$ cat config.mk
export PLATFORM = sky130hd
export DESIGN_NAME = bcd_clock_serial_set_display_mux_unit_flat
export DESIGN_NICKNAME = d
export VERILOG_FILES = /design/src/rtl/core/bcdclk_pkg.sv /design/src/rtl/core/bcdclk_if.sv /design/src/rtl/core/bcdclk_tick.sv /design/src/rtl/core/bcdclk_obuf.sv /design/src/rtl/core/bcd_clock_serial_set_display_mux_unit.sv /design/src/flat_wrapper.sv
export SDC_FILE = /design/constraint.sdc
export NUM_CORES = 1
export LEC_CHECK = 0
export BUFFER_PORTS_ARGS = -buffer_cell sky130_fd_sc_hd__buf_2
export CORE_ASPECT_RATIO = 0.9
export CORE_UTILIZATION = 30
export CTS_CLUSTER_SIZE = 40
export DETAILED_ROUTE_END_ITERATION = 7
export HOLD_SLACK_MARGIN = 0.05
export PLACE_DENSITY_LB_ADDON = 0.05
export SLEW_MARGIN = 0
export SYNTH_ARGS = -nofsm -noshare
export SYNTH_HDL_FRONTEND = slang
export SYNTH_SLANG_ARGS = --single-unit
$ cat constraint.sdc
create_clock -name clk -period 4.62 [get_ports clk]
set_input_delay 0.693 -clock clk [delete_from_list [all_inputs] [get_ports clk]]
set_output_delay 0.693 -clock clk [all_outputs]
set_load 0.1 [all_outputs]
$ cat src/rtl/core/bcdclk_pkg.sv
// shared types, constants and lookup functions for the bcd clock block
`timescale 1ns / 1ps
`default_nettype none

package bcdclk_pkg;

  localparam int DigitCount = 6;
  localparam int DigitW     = 4;
  localparam int ActionW    = 2;
  localparam int ByteW      = 8;
  localparam int SegW       = 8;
  localparam int DriveW     = 8;
  localparam int CountW     = 3;

  // action codes
  localparam logic [ActionW-1:0] ACT_SECOND  = 2'd0;
  localparam logic [ActionW-1:0] ACT_RX      = 2'd1;
  localparam logic [ActionW-1:0] ACT_REFRESH = 2'd2;
  localparam logic [ActionW-1:0] ACT_NONE    = 2'd3;

  // serial command bytes
  localparam logic [ByteW-1:0] CMD_LOAD    = 8'h78;
  localparam logic [ByteW-1:0] CMD_RESTART = 8'h62;
  localparam logic [ByteW-1:0] ASCII_ZERO  = 8'h30;
  localparam logic [ByteW-1:0] ASCII_NINE  = 8'h39;

  localparam logic [DriveW-1:0] DRIVE_ALL_OFF = 8'hFF;
  localparam logic [CountW-1:0] COUNT_MAX     = 3'd7;
  localparam logic [CountW-1:0] COUNT_FULL    = 3'(DigitCount);
  localparam logic [CountW-1:0] SCAN_LAST     = 3'(DigitCount - 1);

  typedef logic [DigitCount-1:0][DigitW-1:0] digits_t;

  typedef struct packed {
    logic [SegW-1:0]   seg_pattern;
    logic              seg_extra;
    logic [DriveW-1:0] digit_drive;
    logic              echo_valid;
    logic [ByteW-1:0]  echo_byte;
    logic              blink_led;
    logic              time_loaded;
  } out_item_t;

  function automatic logic [SegW-1:0] seg_main(input logic [DigitW-1:0] v);
    logic [SegW-1:0] s;
    unique case (v)
      4'd0:    s = 8'd248;
      4'd1:    s = 8'd72;
      4'd2:    s = 8'd188;
      4'd3:    s = 8'd220;
      4'd4:    s = 8'd76;
      4'd5:    s = 8'd212;
      4'd6:    s = 8'd244;
      4'd7:    s = 8'd200;
      4'd8:    s = 8'd252;
      4'd9:    s = 8'd220;
      default: s = '0;
    endcase
    return s;
  endfunction

  function automatic logic seg_extra_bit(input logic [DigitW-1:0] v);
    logic e;
    unique case (v)
      4'd0, 4'd4, 4'd5, 4'd6, 4'd8, 4'd9: e = 1'b1;
      default:                           e = 1'b0;
    endcase
    return e;
  endfunction

  function automatic logic [DriveW-1:0] digit_select(input logic [CountW-1:0] pos);
    logic [DriveW-1:0] d;
    unique case (pos)
      3'd0:    d = 8'd32;
      3'd1:    d = 8'd1;
      3'd2:    d = 8'd2;
      3'd3:    d = 8'd4;
      3'd4:    d = 8'd8;
      3'd5:    d = 8'd16;
      default: d = '0;
    endcase
    return d;
  endfunction

endpackage

`default_nettype wire

$ cat src/rtl/core/bcdclk_if.sv
// valid/ready channel interfaces for the command and result sides
`timescale 1ns / 1ps
`default_nettype none

interface bcdclk_cmd_if;
  logic                            valid;
  logic                            ready;
  logic [bcdclk_pkg::ActionW-1:0]  action;
  logic [bcdclk_pkg::ByteW-1:0]    rx_byte;
  logic                            blank_display;

  modport source (output valid, action, rx_byte, blank_display, input ready);
  modport sink (input valid, action, rx_byte, blank_display, output ready);
endinterface

interface bcdclk_res_if;
  logic                            valid;
  logic                            ready;
  logic [bcdclk_pkg::SegW-1:0]     seg_pattern;
  logic                            seg_extra;
  logic [bcdclk_pkg::DriveW-1:0]   digit_drive;
  logic                            echo_valid;
  logic [bcdclk_pkg::ByteW-1:0]    echo_byte;
  logic                            blink_led;
  logic                            time_loaded;

  modport source (output valid, seg_pattern, seg_extra, digit_drive, echo_valid,
                  echo_byte, blink_led, time_loaded, input ready);
  modport sink (input valid, seg_pattern, seg_extra, digit_drive, echo_valid,
                echo_byte, blink_led, time_loaded, output ready);
endinterface

`default_nettype wire

$ cat src/rtl/core/bcdclk_tick.sv
// one-second advance of the six bcd digits with carries and hour wrap
`timescale 1ns / 1ps
`default_nettype none

module bcdclk_tick (
  input  wire bcdclk_pkg::digits_t cur,
  output bcdclk_pkg::digits_t      nxt
);

  always_comb begin
    nxt = cur;
    nxt[5] = cur[5] + 4'd1;
    if (nxt[5] >= 4'd10) begin
      nxt[5] = '0;
      nxt[4] = cur[4] + 4'd1;
      if (nxt[4] >= 4'd6) begin
        nxt[4] = '0;
        nxt[3] = cur[3] + 4'd1;
        if (nxt[3] >= 4'd10) begin
          nxt[3] = '0;
          nxt[2] = cur[2] + 4'd1;
          if (nxt[2] >= 4'd6) begin
            nxt[2] = '0;
            nxt[1] = cur[1] + 4'd1;
            if (nxt[1] >= 4'd10) begin
              nxt[1] = '0;
              nxt[0] = cur[0] + 4'd1;
            end
            // hours of 24 or more wrap to midnight
            if (nxt[0] >= 4'd3 || (nxt[0] == 4'd2 && nxt[1] >= 4'd4)) begin
              nxt[0] = '0;
              nxt[1] = '0;
            end
          end
        end
      end
    end
  end

endmodule

`default_nettype wire

$ cat src/rtl/core/bcdclk_obuf.sv
// result register with a skid stage so a stalled sink does not block input until the skid entry is full
`timescale 1ns / 1ps
`default_nettype none

module bcdclk_obuf (
  input  wire                        clk,
  input  wire                        rst,
  input  wire                        push,
  input  wire bcdclk_pkg::out_item_t item,
  output logic                       room,
  bcdclk_res_if.source               res
);

  logic                  head_valid;
  bcdclk_pkg::out_item_t head;
  logic                  skid_valid;
  bcdclk_pkg::out_item_t skid;

  assign room = !skid_valid;

  always_ff @(posedge clk) begin
    if (rst) begin
      head_valid <= 1'b0;
      skid_valid <= 1'b0;
    end else if (!head_valid || res.ready) begin
      if (skid_valid) begin
        head       <= skid;
        head_valid <= 1'b1;
        skid_valid <= 1'b0;
      end else begin
        head_valid <= push;
        if (push) begin
          head <= item;
        end
      end
    end else if (push) begin
      // sink stalled: park the new beat
      skid       <= item;
      skid_valid <= 1'b1;
    end
  end

  assign res.valid       = head_valid;
  assign res.seg_pattern = head.seg_pattern;
  assign res.seg_extra   = head.seg_extra;
  assign res.digit_drive = head.digit_drive;
  assign res.echo_valid  = head.echo_valid;
  assign res.echo_byte   = head.echo_byte;
  assign res.blink_led   = head.blink_led;
  assign res.time_loaded = head.time_loaded;

endmodule

`default_nettype wire

$ cat src/rtl/core/bcd_clock_serial_set_display_mux_unit.sv
// top level: bcd time-of-day clock with serial set and multiplexed display
// output: each taken command beat yields one registered result beat
// throughput: one command beat per cycle; the two-entry result buffer keeps
//   taking beats until both entries wait on a stalled sink
// reset (synchronous): time and capture digits zero, counters zero, led off,
//   segments off and all digit enables high, result buffer empty
`timescale 1ns / 1ps
`default_nettype none

module bcd_clock_serial_set_display_mux_unit (
  input wire           clk,
  input wire           rst,
  bcdclk_cmd_if.sink   cmd,
  bcdclk_res_if.source res
);

  localparam int CountW = bcdclk_pkg::CountW;

  logic                          accept;
  logic                          room;

  bcdclk_pkg::digits_t           time_digits, time_digits_next, time_ticked;
  bcdclk_pkg::digits_t           capture_digits, capture_digits_next;
  logic [CountW-1:0]             capture_count, capture_count_next;
  logic [CountW-1:0]             scan_position, scan_position_next;
  logic                          led_level, led_level_next;
  logic [bcdclk_pkg::SegW-1:0]   drive_segments, drive_segments_next;
  logic                          drive_extra, drive_extra_next;
  logic [bcdclk_pkg::DriveW-1:0] drive_digits, drive_digits_next;
  logic [bcdclk_pkg::DigitW-1:0] shown;
  logic                          is_digit;
  bcdclk_pkg::out_item_t         item;

  assign cmd.ready = room;
  assign accept    = cmd.valid && room;

  bcdclk_tick u_tick (
    .cur (time_digits),
    .nxt (time_ticked)
  );

  always_comb begin
    time_digits_next    = time_digits;
    capture_digits_next = capture_digits;
    capture_count_next  = capture_count;
    scan_position_next  = scan_position;
    led_level_next      = led_level;
    drive_segments_next = drive_segments;
    drive_extra_next    = drive_extra;
    drive_digits_next   = drive_digits;
    shown               = '0;
    is_digit            = (cmd.rx_byte >= bcdclk_pkg::ASCII_ZERO)
                          && (cmd.rx_byte <= bcdclk_pkg::ASCII_NINE);
    item.echo_valid     = 1'b0;
    item.echo_byte      = '0;
    item.time_loaded    = 1'b0;

    unique case (cmd.action)
      bcdclk_pkg::ACT_SECOND: begin
        led_level_next   = !led_level;
        time_digits_next = time_ticked;
      end
      bcdclk_pkg::ACT_RX: begin
        item.echo_valid = 1'b1;
        item.echo_byte  = cmd.rx_byte;
        if (capture_count == bcdclk_pkg::COUNT_FULL
            && cmd.rx_byte == bcdclk_pkg::CMD_LOAD) begin
          time_digits_next = capture_digits;
          item.time_loaded = 1'b1;
        end
        if (cmd.rx_byte == bcdclk_pkg::CMD_RESTART) begin
          capture_count_next = '0;
        end else begin
          if (is_digit && capture_count < bcdclk_pkg::COUNT_FULL) begin
            capture_digits_next[capture_count] =
              bcdclk_pkg::DigitW'(cmd.rx_byte - bcdclk_pkg::ASCII_ZERO);
          end
          if (capture_count < bcdclk_pkg::COUNT_MAX) begin
            capture_count_next = capture_count + 3'd1;
          end
        end
      end
      bcdclk_pkg::ACT_REFRESH: begin
        if (cmd.blank_display) begin
          drive_digits_next   = bcdclk_pkg::DRIVE_ALL_OFF;
          drive_segments_next = '0;
          drive_extra_next    = 1'b0;
        end else begin
          scan_position_next  = (scan_position >= bcdclk_pkg::SCAN_LAST)
                                ? '0 : scan_position + 3'd1;
          shown               = time_digits[scan_position_next];
          // out-of-range digits fall to the table default of all off
          drive_segments_next = bcdclk_pkg::seg_main(shown);
          drive_extra_next    = bcdclk_pkg::seg_extra_bit(shown);
          drive_digits_next   = ~bcdclk_pkg::digit_select(scan_position_next);
        end
      end
      bcdclk_pkg::ACT_NONE: begin
      end
      default: begin
      end
    endcase

    item.seg_pattern = drive_segments_next;
    item.seg_extra   = drive_extra_next;
    item.digit_drive = drive_digits_next;
    item.blink_led   = led_level_next;
  end

  always_ff @(posedge clk) begin
    if (rst) begin
      time_digits    <= '0;
      capture_digits <= '0;
      capture_count  <= '0;
      scan_position  <= '0;
      led_level      <= 1'b0;
      drive_segments <= '0;
      drive_extra    <= 1'b0;
      drive_digits   <= bcdclk_pkg::DRIVE_ALL_OFF;
    end else if (accept) begin
      time_digits    <= time_digits_next;
      capture_digits <= capture_digits_next;
      capture_count  <= capture_count_next;
      scan_position  <= scan_position_next;
      led_level      <= led_level_next;
      drive_segments <= drive_segments_next;
      drive_extra    <= drive_extra_next;
      drive_digits   <= drive_digits_next;
    end
  end

  bcdclk_obuf u_obuf (
    .clk  (clk),
    .rst  (rst),
    .push (accept),
    .item (item),
    .room (room),
    .res  (res)
  );

endmodule

`default_nettype wire

$ cat src/flat_wrapper.sv
// flat-port wrapper written by rule: the top's interface ports become plain ports
module bcd_clock_serial_set_display_mux_unit_flat 
  (clk, rst, cmd_valid, cmd_action, cmd_rx_byte, cmd_blank_display, cmd_ready, res_valid, res_seg_pattern, res_seg_extra, res_digit_drive, res_echo_valid, res_echo_byte, res_blink_led, res_time_loaded, res_ready);
  bcdclk_cmd_if cmd_i ();
  bcdclk_res_if res_i ();
  input wire clk;
  input wire rst;
  input wire logic [$bits(cmd_i.valid)-1:0] cmd_valid;
  input wire logic [$bits(cmd_i.action)-1:0] cmd_action;
  input wire logic [$bits(cmd_i.rx_byte)-1:0] cmd_rx_byte;
  input wire logic [$bits(cmd_i.blank_display)-1:0] cmd_blank_display;
  output wire logic [$bits(cmd_i.ready)-1:0] cmd_ready;
  output wire logic [$bits(res_i.valid)-1:0] res_valid;
  output wire logic [$bits(res_i.seg_pattern)-1:0] res_seg_pattern;
  output wire logic [$bits(res_i.seg_extra)-1:0] res_seg_extra;
  output wire logic [$bits(res_i.digit_drive)-1:0] res_digit_drive;
  output wire logic [$bits(res_i.echo_valid)-1:0] res_echo_valid;
  output wire logic [$bits(res_i.echo_byte)-1:0] res_echo_byte;
  output wire logic [$bits(res_i.blink_led)-1:0] res_blink_led;
  output wire logic [$bits(res_i.time_loaded)-1:0] res_time_loaded;
  input wire logic [$bits(res_i.ready)-1:0] res_ready;
  assign cmd_i.valid = cmd_valid;
  assign cmd_i.action = cmd_action;
  assign cmd_i.rx_byte = cmd_rx_byte;
  assign cmd_i.blank_display = cmd_blank_display;
  assign cmd_ready = cmd_i.ready;
  assign res_valid = res_i.valid;
  assign res_seg_pattern = res_i.seg_pattern;
  assign res_seg_extra = res_i.seg_extra;
  assign res_digit_drive = res_i.digit_drive;
  assign res_echo_valid = res_i.echo_valid;
  assign res_echo_byte = res_i.echo_byte;
  assign res_blink_led = res_i.blink_led;
  assign res_time_loaded = res_i.time_loaded;
  assign res_i.ready = res_ready;
  bcd_clock_serial_set_display_mux_unit u_core (.clk(clk), .rst(rst), .cmd(cmd_i), .res(res_i));
endmodule
==> results.rst, run 1 <==
.. list-table::
   :header-rows: 1

   * - Metric
     - Value
   * - Run status
     - completed
   * - Top cells by area, synth
     - edfxtp_1 26%, dfxtp_1 23%, nor2_1 4.9%
   * - Antenna viol nets, final
     - 0
   * - Most frequently used flop master after synthesis
     - dfxtp_1
   * - Number of cell rows
     - 50
   * - Part of the Yosys area used for sequential elements
     - 48.7%
   * - Largest area contributor in the netlist
     - edfxtp_1
   * - Leading cell types in the layout, fill and taps excluded
     - 85 x nor2_1, 74 x dfxtp_1, 56 x edfxtp_1, 55 x nand2_1, 44 x buf_2
   * - Layout Skew
     - 0.0129 ns
   * - DRC violations left
     - 0
   * - Clock tree from TritonCTS
     - done
   * - Placement Setup Slack
     - 0.914 ns
   * - CP startpoint
     - u_core.scan_position[0]$_SDFFE_PP0P_
   * - Max-Slew Margin vs Limit
     - 35.1%
   * - Final total negative setup slack
     - 0 ns
   * - Cts repair resizes
     - 0
   * - Proportion of netlist area held by the largest area contributor
     - 25.9%
   * - Starting density of the core
     - 30.9%
   * - HPWL reported at the end of detailed placement
     - 11800 um
   * - Area of the core region
     - 21000 sq um
   * - PwrDens
     - 375 nW/um^2
   * - Number of flops mapped to enable cells by yosys
     - 56
   * - Final-stage net count
     - 729
   * - Die W
     - 157 um
   * - Mean instance size in the synthesized netlist
     - 9.81 sq um
   * - Number of warnings reported in the yosys synthesis log
     - 0
   * - Leakage
     - 0.00267 uW
   * - Total track usage
     - 16.5%
   * - Fraction of registers with async set or reset after synthesis
     - 0%
   * - Layout Cell Area excl Fill
     - 7530 sq um
   * - Number of clock sinks
     - 130
   * - Synth unique cells
     - 72
   * - Worst Slack Setup Final
     - 0.867 ns
   * - Nets in the synthesized netlist
     - 696
   * - Count of input and output buffers
     - 44
   * - IO Pins
     - 45
   * - Count of inserted antenna diode cells
     - 0
   * - Count of state elements after synthesis
     - 130
   * - Most frequent standard cell in the layout excluding fill and tap cells
     - nor2_1
   * - Transition time of the tightest slew-check pin
     - 0.968 ns
   * - Root Buffer Master
     - clkbuf_16
   * - Area added between synthesis and finish
     - 16.0%
   * - Max Clock Freq
     - 0.266 GHz
   * - Number of antenna violations at the first check in global routing
     - 0
   * - Critical register-to-register path startpoint
     - u_core.scan_position[0]$_SDFFE_PP0P_
   * - Cell Area, Placed
     - 6970 sq um
   * - H-Tree Level Count
     - 4
   * - Kind of capture point of the worst setup path
     - flop
   * - Final min period
     - 3.75 ns
   * - Clock buffer count from CTS
     - 17
   * - Total count of max-transition violations in the final report
     - 0
   * - Post-DR vias/cell
     - 4.96
   * - First-pass DRT Iterations
     - 5
   * - Critical Path Source Type
     - flop
   * - IR Drop Worst-Case VDD
     - 178 uV
   * - Number of standard cells after synthesis
     - 662
   * - # hold bufs at CTS
     - 0
   * - Pin count of the biggest net entering global routing
     - 68
   * - Final number of hold-violating endpoints
     - 0
   * - Sum of overflow across all layers after global routing
     - 0
   * - Maximum root-to-sink buffer count
     - 2
   * - Fraction of layout instances using a drive strength above 1
     - 17.8%
   * - Die area
     - 22300 sq um
   * - Count of buffers added by post-CTS timing repair for setup
     - 0
   * - Critical Path AT
     - 3.90 ns
   * - Final worst-path cycle share
     - 81.2%
   * - Largest fanout on the critical path
     - 14
   * - Number of vias in the routed layout
     - 4928
   * - Min-Delay Path Class
     - reg2reg
   * - Clock transition at path regs
     - 0.07 ns
   * - Total Wirelength
     - 17000 um
   * - Via count of the first global-routing pass
     - 4951
   * - Detailed Route Iter0 Violations
     - 337
   * - Start-to-end type of the worst setup path
     - reg2reg
   * - Global-route wire length before repair
     - 27700 um
   * - Number of max-cap violations
     - 0
   * - Final setup violation count
     - 0
   * - Worst-Skew Late Latency
     - 0.42 ns
   * - Routability Congestion
     - 0.833
   * - Average wire length per cell after detail routing
     - 17.1 um
   * - Hold_sp
     - u_core.drive_digits[6]$_SDFFE_PP1P_
   * - Cell area after synthesis
     - 6500 sq um
   * - Die span in y
     - 142 um
   * - Required time of the critical path
     - 4.76 ns
   * - RSZ-0062 raised after global routing
     - no
[cells in the mapped netlist (all sizes together), types with 4 or more instances]
master and instances:
o21ai 37, xor2 11, a211oi 17, nor2b 7, nand2b 19, nor2 85, clkbuf 24, buf 11
nand3b 4, a31oi 4, dfxtp 74, mux2i 22, a22oi 9, a211o 6, nand2 55, nor3 17
a21o 5, o221ai 4, nand3 28, inv 16, ha 19, or3 7, a21oi 40, and2 16
nor3b 4, xnor2 4, mux2 20, o32ai 4, edfxtp 56
[worst paths after layout]
check / cells after the start / slack, ns / endpoint
setup / recovery: 10 / 0.87 / u_core.u_obuf.res.seg_extra$_DFFE_PP_
setup reg to reg: 10 / 0.87 / u_core.u_obuf.res.seg_extra$_DFFE_PP_
hold reg to reg: 1 / 0.44 / u_core.drive_digits[6]$_SDFFE_PP1P_
hold / removal: 1 / 0.44 / u_core.drive_digits[6]$_SDFFE_PP1P_
[metal layers]
layer	wire length, um	global-route usage, %	vias up
li1	-	-	2455
met1	8470	23.3	2356
met2	7630	25.0	107
met3	731	3.45	10
met4	216	5.21	0
met5	0	0	-
[where the power goes]
group / total (uW) / internal, uW / switching, uW
clock: 1300 / 713 / 590
combinational: 276 / 70.5 / 205
sequential: 1240 / 1230 / 18.3
total: 2820 / 2010 / 813
[sequential cells by signal, indices dropped and copies added (netlist names), 8 cells and up]
signal                         cells
u_core.drive_segments              8
u_core.time_digits                24
u_core.u_obuf.res.seg_pattern      8
u_core.u_obuf.res.echo_byte        8
u_core.drive_digits                8
u_core.u_obuf.skid                28
u_core.capture_digits             24
u_core.u_obuf.res.digit_drive      8
[logic make-up after synthesis]
group / share of synthesized area (%)
flip-flops: 48.7
buffers and inverters: 3.37
AND/OR/NAND/NOR: 19.4
XOR/XNOR: 2.14
AO/OA/AOI/OAI: 15.9
multiplexers: 6.86
adder cells (fa/ha/maj): 3.66
[stage by stage]
stage               hold slack (ns)  instances  total power, uW  util (%)
global placement              0.425        962             1550      33.1
finish                        0.435        994             2820      35.8
detailed placement            0.424        962             1550      33.1
CTS                           0.439        994             2870      35.8
floorplan                     0.406        662             1480         -
global route                  0.452        994             2950      35.8
[layout make-up]
cell class / instances / area [sq um]
fill: 2121 / 13500
sequential: 130 / 3160
timing repair buffer: 49 / 258
multi-input combinational: 480 / 3130
inverter: 17 / 63.8
clock buffer: 17 / 425
tap: 286 / 358
clock inverter: 15 / 141
[worst max-delay path, stage by stage (launching register included)]
cell and delay (ns):
dfxtp_1 0.58, clkinv_1 0.37, ha_1 0.61, nor2b_1 0.29
o32ai_1 0.13, o32ai_2 0.51, inv_1 0.17, ha_1 0.30
nor3_1 0.22, a211o_1 0.18, o221ai_1 0.12
(Power assumes the default switching activity.)
==> run 2: changes to the inputs <==
==> constraint.sdc (replaced) <==
create_clock -name clk -period 3.1 [get_ports clk]
set_input_delay 0.465 -clock clk [delete_from_list [all_inputs] [get_ports clk]]
set_output_delay 0.465 -clock clk [all_outputs]
set_load 0.1 [all_outputs]
==> run 2 against run 1 <==
Compared with the run above:
- wire length is 2.8% higher
- maximum frequency is 30% higher
- cell count is 1.7% higher
- count of clock-buffer cells in the layout is 1 higher
- core utilization is 1.1 points higher
- register-to-register slack worse by 0.66 ns
- via count is 2.9% higher
- die area stayed put
- critical path depth is 1 higher
- total power is 60% higher
- critical endpoint is now u_core.u_obuf.res.seg_pattern[5]$_DFFE_PP_
- largest cell class unchanged
==> results.rst, run 2 (synthesis results as in run 1) <==
.. list-table::
   :header-rows: 1

   * - Metric
     - Value
   * - Run status
     - completed
   * - Maximum root-to-sink buffer count
     - 2
   * - Worst Slack Setup Final
     - 0.211 ns
   * - Clock transition at path regs
     - 0.06 ns
   * - P_sw
     - 1200 uW
   * - Max Clock Freq
     - 0.346 GHz
   * - Die W
     - 157 um
   * - Largest register by flop count
     - u_core.u_obuf.skid
   * - Final number of hold-violating endpoints
     - 0
   * - Count of inserted antenna diode cells
     - 0
   * - Average wire length per cell after detail routing
     - 17.3 um
   * - Clock power frac
     - 49.4%
   * - Max-Slew Margin vs Limit
     - 42.3%
   * - Setup slack on the worst flop-to-flop path
     - 0.21 ns
   * - Layout Skew
     - 0.0116 ns
   * - Leakage
     - 0.00281 uW
   * - Kind of capture point of the worst setup path
     - flop
   * - Hold-critical path endpoint
     - u_core.u_obuf.res.valid$_SDFFE_PP0P_
   * - Antenna viol nets, final
     - 0
   * - Switch share
     - 26.5%
   * - Relative contribution of combinational cells to total power
     - 9.7%
   * - DRC violations left
     - 0
   * - HPWL reported at the end of detailed placement
     - 12200 um
   * - Largest regs
     - u_core.u_obuf.skid x28, u_core.capture_digits x24, u_core.time_digits x24
   * - Flip-flop count of the largest register after layout
     - 28
   * - Final total negative setup slack
     - 0 ns
   * - Internal power
     - 3330 uW
   * - Placement Setup Slack
     - 0.147 ns
   * - Count of buffers added by post-CTS timing repair for setup
     - 0
   * - Number of antenna violations at the first check in global routing
     - 0
   * - Critical Path AT
     - 3.03 ns
   * - Total Wirelength
     - 17500 um
   * - Clock buffer count from CTS
     - 17
   * - Worst-Skew Late Latency
     - 0.42 ns
   * - Required time of the critical path
     - 3.24 ns
   * - Transition time of the tightest slew-check pin
     - 0.866 ns
   * - Hold_sp
     - rst
   * - First-pass DRT Iterations
     - 5
   * - Final setup violation count
     - 0
   * - Area of the core region
     - 21000 sq um
   * - Start-to-end type of the worst setup path
     - reg2reg
   * - Sequential power share
     - 41.0%
   * - R2R cell count
     - 11
   * - Total count of max-transition violations in the final report
     - 0
   * - Die area
     - 22300 sq um
   * - Min-Delay Path Depth
     - 2
   * - Critical Path Source Type
     - flop
   * - Post-DR vias/cell
     - 5.02
   * - Die span in y
     - 142 um
   * - Number of cell rows
     - 50
   * - Routability Congestion
     - 0.837
   * - Final-stage net count
     - 746
   * - Detailed Route Iter0 Violations
     - 334
   * - FF+latch area
     - 3160 sq um
   * - Leading cell types in the layout, fill and taps excluded
     - 84 x nor2_1, 73 x dfxtp_1, 56 x edfxtp_1, 55 x nand2_1, 44 x buf_2
   * - Root Buffer Master
     - clkbuf_16
   * - Number of clock sinks
     - 130
   * - IO Pins
     - 45
   * - H-Tree Level Count
     - 4
   * - Sum of overflow across all layers after global routing
     - 0
   * - Total track usage
     - 16.8%
   * - Final worst-path cycle share
     - 93.2%
   * - PwrDens
     - 582 nW/um^2
   * - Clock tree from TritonCTS
     - done
   * - Most frequent standard cell in the layout excluding fill and tap cells
     - nor2_1
   * - Count of input and output buffers
     - 44
   * - Worst reg2reg path endpoint
     - u_core.u_obuf.res.seg_pattern[5]$_DFFE_PP_
   * - RSZ-0062 raised after global routing
     - no
   * - Number of vias in the routed layout
     - 5072
   * - Starting density of the core
     - 30.9%
   * - IR Drop Worst-Case VDD
     - 279 uV
   * - Global-route wire length before repair
     - 28100 um
   * - Area added between synthesis and finish
     - 19.7%
   * - Pin count of the biggest net entering global routing
     - 67
   * - Final min period
     - 2.89 ns
   * - Multi-input logic area
     - 3150 sq um
   * - Min-Delay Path Class
     - in2reg
   * - Fraction of layout instances using a drive strength above 1
     - 20.1%
   * - Critical register-to-register path startpoint
     - u_core.scan_position[1]$_SDFFE_PP0P_
   * - Via count of the first global-routing pass
     - 5074
   * - Filler instances
     - 2149
   * - Number of max-cap violations
     - 0
   * - Largest fanout on the critical path
     - 10
-- run 2: cell types whose count changed in the layout (fill, tap and decap cells not counted), moves of 2 or more --
cell	before	now
inv_6	5	3
bufinv_16	0	4
nor3_4	1	3
buf_4	5	21
nor3_2	3	1
-- run 2: how the worst max path moves through the flow --
stage	startpoint	endpoint	slack [ns]	depth (start not counted)
final	u_core.scan_position[1]$_SDFFE_PP0P_	u_core.u_obuf.res.seg_pattern[5]$_DFFE_PP_	0.21	11
after global routing	u_core.scan_position[1]$_SDFFE_PP0P_	u_core.u_obuf.res.seg_extra$_DFFE_PP_	0.01	11
after CTS	u_core.scan_position[0]$_SDFFE_PP0P_	u_core.u_obuf.res.seg_extra$_DFFE_PP_	0.11	11
after detailed placement	u_core.scan_position[0]$_SDFFE_PP0P_	u_core.u_obuf.res.seg_extra$_DFFE_PP_	0.15	11
after global placement	u_core.scan_position[0]$_SDFFE_PP0P_	u_core.u_obuf.res.seg_extra$_DFFE_PP_	0.22	11
after floorplan	u_core.scan_position[0]$_SDFFE_PP0P_	u_core.u_obuf.res.seg_pattern[5]$_DFFE_PP_	0.08	11
-- run 2: per-stage QoR --
step	total power (uW)	area (sq um)	cells	utilization [%]	hold WS, ns
finish	4520	7780	1011	37.0	0.361
global route	4700	7780	1011	37.0	0.360
CTS	4590	7770	1011	36.9	0.344
detailed placement	2330	7120	979	33.9	0.423
global placement	2320	7120	979	33.9	0.425
floorplan	2210	6510	662	-	0.406
-- run 2: repair_timing --
action / 4_1_cts / 5_1_grt
hold buffers: 0 / 0
resized for setup: 0 / 3
setup endpoints to repair: 0 / 6
-- run 2: layer usage --
metal,track usage [%],wire [um]
met5,0,0
met4,5.88,234
met3,3.36,666
met2,26.2,7830
met1,23.1,8790
-- run 2: critical path, stage by stage, from the launching register on --
cell and delay, ns:
dfxtp_1 0.43, inv_1 0.09, ha_1 0.22, or3_4 0.36, o21ai_4 0.32, nand2b_1 0.11, o32ai_2 0.14, inv_1 0.13
ha_1 0.29, mux2_2 0.30, nand2_1 0.10, a41oi_1 0.12
-- run 2: final cells by class --
cell class / instances / share of cell area, %
clock inverter: 14 / 2.78
multi-input combinational: 480 / 40.5
tap: 286 / 4.60
clock buffer: 18 / 5.52
inverter: 17 / 0.821
sequential: 130 / 40.7
timing repair buffer: 66 / 5.12
-- run 2: power by group through the flow --
stage | logic, uW | registers, uW | clock network (uW)
after floorplan | 210 | 2000 | 0
after global placement | 435 | 1890 | 0
after detailed placement | 438 | 1890 | 0
after CTS | 440 | 1850 | 2290
after global routing | 477 | 1860 | 2370
final | 437 | 1850 | 2230
